--- config.mk ---
export PLATFORM = sky130hd
export DESIGN_NAME = s2c_angle_prep
export DESIGN_NICKNAME = d
export VERILOG_FILES = /design/src/hw/rtl/s2c_pkg.sv /design/src/hw/rtl/s2c_angle_prep.sv
export SDC_FILE = /design/constraint.sdc
export NUM_CORES = 1
export LEC_CHECK = 0
export ABC_CLOCK_PERIOD_IN_PS = 9750
export BUFFER_PORTS_ARGS = -buffer_cell sky130_fd_sc_hd__buf_2
export CORE_UTILIZATION = 62
export CTS_CLUSTER_DIAMETER = 60
export DETAILED_ROUTE_END_ITERATION = 6
export PLACE_DENSITY_LB_ADDON = 0.15
export SLEW_MARGIN = 20
export SYNTH_ARGS = -nofsm -noshare
export SYNTH_HDL_FRONTEND = slang
export SYNTH_SLANG_ARGS = --single-unit
--- constraint.sdc ---
create_clock -name clk -period 9.75 [get_ports clk]
set_input_delay 0.975 -clock clk [delete_from_list [all_inputs] [get_ports clk]]
set_output_delay 0.975 -clock clk [all_outputs]
set_load 0.02 [all_outputs]
--- src/hw/rtl/s2c_pkg.sv ---
// ----------------------------------------------------------------------------
// s2c_pkg
// Shared types, constants and the arctangent table for the spherical to
// Cartesian point converter.
// ----------------------------------------------------------------------------
package s2c_pkg;

  localparam int CORDIC_STEPS       = 24;
  localparam int TRIG_FRACTION_BITS = 30;
  localparam int TRIG_DROP          = 30 - TRIG_FRACTION_BITS;
  localparam int MAG_SHIFT          = 2 * TRIG_FRACTION_BITS - 32;

  localparam int ANGLE_W  = 16;
  localparam int RESID_W  = 14;
  localparam int CORDIC_W = 34;
  localparam int TRIG_W   = 32;
  localparam int DEPTH_W  = 32;
  localparam int COORD_W  = 32;

  // input register, fold stages before the CORDIC, CORDIC steps, fold, products
  localparam int PIPE_DEPTH = CORDIC_STEPS + 6;
  localparam int DEPTH_TAP  = CORDIC_STEPS + 2;

  localparam logic [ANGLE_W-1:0] CENTIDEG_FULL    = 16'd36000;
  localparam logic [ANGLE_W-1:0] CENTIDEG_HALF    = 16'd18000;
  localparam logic [ANGLE_W-1:0] CENTIDEG_3QUART  = 16'd27000;
  localparam logic [ANGLE_W-1:0] CENTIDEG_QUARTER = 16'd9000;

  localparam logic [33:0] RAD_PER_CENTIDEG_Q46 = 34'd12281662764;
  localparam logic [CORDIC_W-1:0] CORDIC_GAIN_Q30 = 34'd652032874;

  localparam logic [COORD_W-1:0] COORD_MAX = 32'h7FFF_FFFF;
  localparam logic [COORD_W-1:0] COORD_MIN = 32'h8000_0000;

  typedef enum logic [1:0] {
    QUAD_0 = 2'd0,
    QUAD_1 = 2'd1,
    QUAD_2 = 2'd2,
    QUAD_3 = 2'd3
  } quad_t;

  typedef struct packed {
    logic [DEPTH_W-1:0] depth_mm;
    logic [ANGLE_W-1:0] polar_centideg;
    logic [ANGLE_W-1:0] azimuth_centideg;
    logic [7:0]         reflect_in;
    logic [7:0]         tag_in;
    logic               last_in;
  } in_word_t;

  typedef struct packed {
    logic signed [COORD_W-1:0] x_mm;
    logic signed [COORD_W-1:0] y_mm;
    logic signed [COORD_W-1:0] z_mm;
    logic [7:0]                reflect_out;
    logic [7:0]                tag_out;
    logic                      last_out;
  } out_word_t;

  typedef struct packed {
    logic [DEPTH_W-1:0] depth_mm;
    logic [7:0]         reflect;
    logic [7:0]         tag;
    logic               last;
  } side_t;

  function automatic logic [31:0] atan_q30(input int unsigned i);
    logic [31:0] v;
    case (i)
      0:  v = 32'h3243F6A8;  1:  v = 32'h1DAC6705;
      2:  v = 32'h0FADBAFC;  3:  v = 32'h07F56EA6;
      4:  v = 32'h03FEAB76;  5:  v = 32'h01FFD55B;
      6:  v = 32'h00FFFAAA;  7:  v = 32'h007FFF55;
      8:  v = 32'h003FFFEA;  9:  v = 32'h001FFFFD;
      10: v = 32'h000FFFFF;  11: v = 32'h0007FFFF;
      12: v = 32'h0003FFFF;  13: v = 32'h0001FFFF;
      14: v = 32'h0000FFFF;  15: v = 32'h00007FFF;
      16: v = 32'h00003FFF;  17: v = 32'h00001FFF;
      18: v = 32'h00000FFF;  19: v = 32'h000007FF;
      20: v = 32'h000003FF;  21: v = 32'h000001FF;
      22: v = 32'h000000FF;  23: v = 32'h0000007F;
      24: v = 32'h0000003F;  25: v = 32'h0000001F;
      26: v = 32'h0000000F;  27: v = 32'h00000008;
      28: v = 32'h00000004;  29: v = 32'h00000002;
      30: v = 32'h00000001;
      default: v = 32'h00000000;
    endcase
    return v;
  endfunction

endpackage

--- src/hw/rtl/s2c_angle_prep.sv ---
// ----------------------------------------------------------------------------
// s2c_angle_prep
// Two stages: wrap the angle into one turn and split off the quadrant, then
// scale the residual to radians in Q2.30.
// ----------------------------------------------------------------------------
module s2c_angle_prep
  import s2c_pkg::*;
(
  input  logic                       clk,
  input  logic                       en,
  input  logic [ANGLE_W-1:0]         angle,
  output logic signed [CORDIC_W-1:0] z_out,
  output quad_t                      quad_out
);

  logic [ANGLE_W-1:0] wrapped;
  logic [ANGLE_W-1:0] resid_wide;
  quad_t              quad_next;
  logic [RESID_W-1:0] resid;
  quad_t              quad;
  logic [48:0]        rad_prod;

  always_comb begin
    wrapped = (angle >= CENTIDEG_FULL) ? angle - CENTIDEG_FULL : angle;
    if (wrapped >= CENTIDEG_3QUART) begin
      quad_next  = QUAD_3;
      resid_wide = wrapped - CENTIDEG_3QUART;
    end else if (wrapped >= CENTIDEG_HALF) begin
      quad_next  = QUAD_2;
      resid_wide = wrapped - CENTIDEG_HALF;
    end else if (wrapped >= CENTIDEG_QUARTER) begin
      quad_next  = QUAD_1;
      resid_wide = wrapped - CENTIDEG_QUARTER;
    end else begin
      quad_next  = QUAD_0;
      resid_wide = wrapped;
    end
  end

  // round half up on the way from Q46 to Q30
  assign rad_prod = 49'(resid) * 49'(RAD_PER_CENTIDEG_Q46) + 49'd32768;

  always_ff @(posedge clk) begin
    if (en) begin
      resid    <= resid_wide[RESID_W-1:0];
      quad     <= quad_next;
      z_out    <= signed'({2'b00, rad_prod[47:16]});
      quad_out <= quad;
    end
  end

endmodule

==> out/results.txt <==
worst hold-check path type = flop to flop
Synth Warn # = 0
gr usage total = 30.9%
Residual DRC = 0
Vias = 8745
Synth top cells by count = inv_1 (264), ha_1 (179), fa_1 (125)
CP Capture Type = flop
post-synthesis cell type count = 90
met2 Track Usage GR = 53.6%
Startpoint Class = flop
fin crit period = 7.52 ns
vias in the first global route = 8532
die area = 18600 um^2
Hold Path Origin = quad[1]
Syn Area/Cell = 9.10 um^2
synth top area cells = fa_1 (22%), ha_1 (20%), edfxtp_1 (13%), inv_1 (8.9%), xnor2_1 (3.7%)
Layout area overhead = 5.17%
PostCTS Resize Cnt = 0
Synth area leader = fa_1
Worst Path Arrival = 7.58 ns
Clock Path Buffers = 2
Cells after Synth = 1229
R2R Setup Slk = 2.23 ns
fin cells = 1486
WL/cell = 18.6 um
ys flop type = edfxtp_1
global-route wire length before repair = 43200 um
post-synth top area share = 22.4%
hold endpoint = quad_out[1]
Fin. Hold Viols = 0
period utilization = 77.1%
Die Y = 136 um
async set-reset flop share out of synthesis = 0%
clock net sink count = 50
row cnt = 48
Max Freq = 0.133 GHz
GPL Wtd Cong = 0.949
largest net degree at the start of global routing = 51
outcome = finished, final reports clean
total gr overflow = 0
max cap viols = 0
drt total wl = 27600 um
Critical R2R Capture = z_out[29]
r2r worst-path depth = 23
Max-slew headroom = 48.0%
hold path cells = 0
cts bufs inserted = 5
count leader, synth = inv_1
first-iteration detailed-routing DRC count = 581
Critical Path RT = 9.82 ns
number of I/O pins = 54
M1 GR Usage = 39.9%
layout cells sized above 1 = 7.85%
initial antenna violation count = 0
H-tree depth = 2
DP HPWL = 23800 um
core footprint = 17500 um^2
TritonCTS clock tree = yes
Seq/Total Area, Yosys = 13.4%
Initial Utilization = 64.0%
layer with the highest usage = met2
critical path class = flop to flop
Final setup viols = 0
TritonRoute pass-1 iters = 7
Seq cells post-synth = 50
Setup Fix Bufs, Post-CTS = 0
crit path max fanout = 8
clk slew on worst S/H paths = 0.07 ns
synthesized area = 11200 um^2
Reg-to-Reg Start = resid[12]
worst skew pair latency = 0.31 ns
chip width = 136 um
via-per-instance ratio = 5.88
PortBufs = 51
Post-Place Cells = 1479
Worst-Margin Slew = 0.767 ns
Global Route met3 Usage = 4.51%
diode count = 0
Nets = 1583
CTS Hold Bufs = 0
Setup TNS = 0 ns
Clk Tree Root Cell = clkbuf_16
final antenna-violating net count = 0
EDFF count, synth = 50
Slew Limit Fails = 0
Setup Skew = 0.0142 ns
RSZ-0062 raised after global routing = no
-- cells by family (layout without fill, tap and decap cells) --
| group | after synthesis | in the layout | share of synthesized area (%) |
|---|---|---|---|
| mux | 7 | 7 | 0.671 |
| fa+ha+maj | 304 | 304 | 42.4 |
| other cells | 1 | 2 | 0.0335 |
| buf+inv | 295 | 326 | 10.2 |
| xor+xnor | 71 | 71 | 5.56 |
| flops | 50 | 50 | 13.4 |
| compound gates | 239 | 239 | 14.6 |
| simple gates | 262 | 262 | 13.2 |
-- through the flow --
stage / hold slack [ns] / utilization [%] / setup WS [ns] / instance area [um^2]
after floorplan: 0.400 / - / 3.00 / 11200
after global placement: 0.419 / 66.4 / 2.51 / 11600
after detailed placement: 0.409 / 66.4 / 2.28 / 11600
after CTS: 0.440 / 67.3 / 2.28 / 11800
after global routing: 0.454 / 67.3 / 1.84 / 11800
final: 0.440 / 67.3 / 2.23 / 11800
-- registers in the layout (all words and copies together) (netlist names) --
signal and count:
quad 2, quad_out 2, resid 14, z_out 32
-- worst max-delay path by stage --
stage,slack [ns],startpoint,cells past startpoint,endpoint
global route,1.84,resid[12],23,z_out[31]
detailed placement,2.28,resid[12],23,z_out[31]
global placement,2.51,resid[12],23,z_out[29]
floorplan,3.00,resid[12],25,z_out[29]
finish,2.23,resid[12],23,z_out[29]
CTS,2.28,resid[12],23,z_out[31]
-- cells in the final DEF (no fill, tap or decap), types with 9 or more instances in the layout --
cell,count
a21o_1,21
o21ai_1,9
edfxtp_1,50
xnor2_1,47
and4_1,9
inv_1,264
or2_2,9
o211ai_1,10
nor3_1,15
buf_2,50
a211oi_1,9
and3_1,13
nand4_1,14
or3_1,9
a31oi_1,12
a21oi_1,60
nand3_1,22
nand2_1,70
ha_1,179
fa_1,125
xor2_1,24
and2_1,11
nor2_1,47
o21ai_0,32
-- critical path, stage by stage, from the launching register on --
cell and delay [ns]:
edfxtp_1 0.52, inv_1 0.13, ha_1 0.36, xnor2_1 0.17, ha_1 0.18, or2_2 0.31, inv_1 0.09, fa_1 0.44
fa_1 0.55, inv_1 0.05, fa_1 0.57, fa_1 0.43, ha_1 0.44, and4_1 0.34, and3_1 0.23, a32oi_1 0.17
a211oi_1 0.57, a21boi_1 0.17, xnor2_1 0.29, nand4b_1 0.24, nor4_4 0.56, a31oi_1 0.17, nor3_2 0.21, xnor2_1 0.09
-- area by class of cell --
cell class	count	area, um^2
Multi-Input combinational cell	885	8550
Fill cell	1467	5710
Sequential cell	50	1500
Inverter	267	1000
Tap cell	225	282
Timing Repair Buffer	52	265
Clock buffer	5	125
Clock inverter	2	38.8
-- routing by layer --
metal	up-vias	wire length, um
met3	39	1330
met2	242	13600
met4	0	655
li1	4233	-
met5	-	0
met1	4231	12000
Power is not shown: default switching activity piles up to over one toggle a cycle in this logic, so the estimate is an artifact.
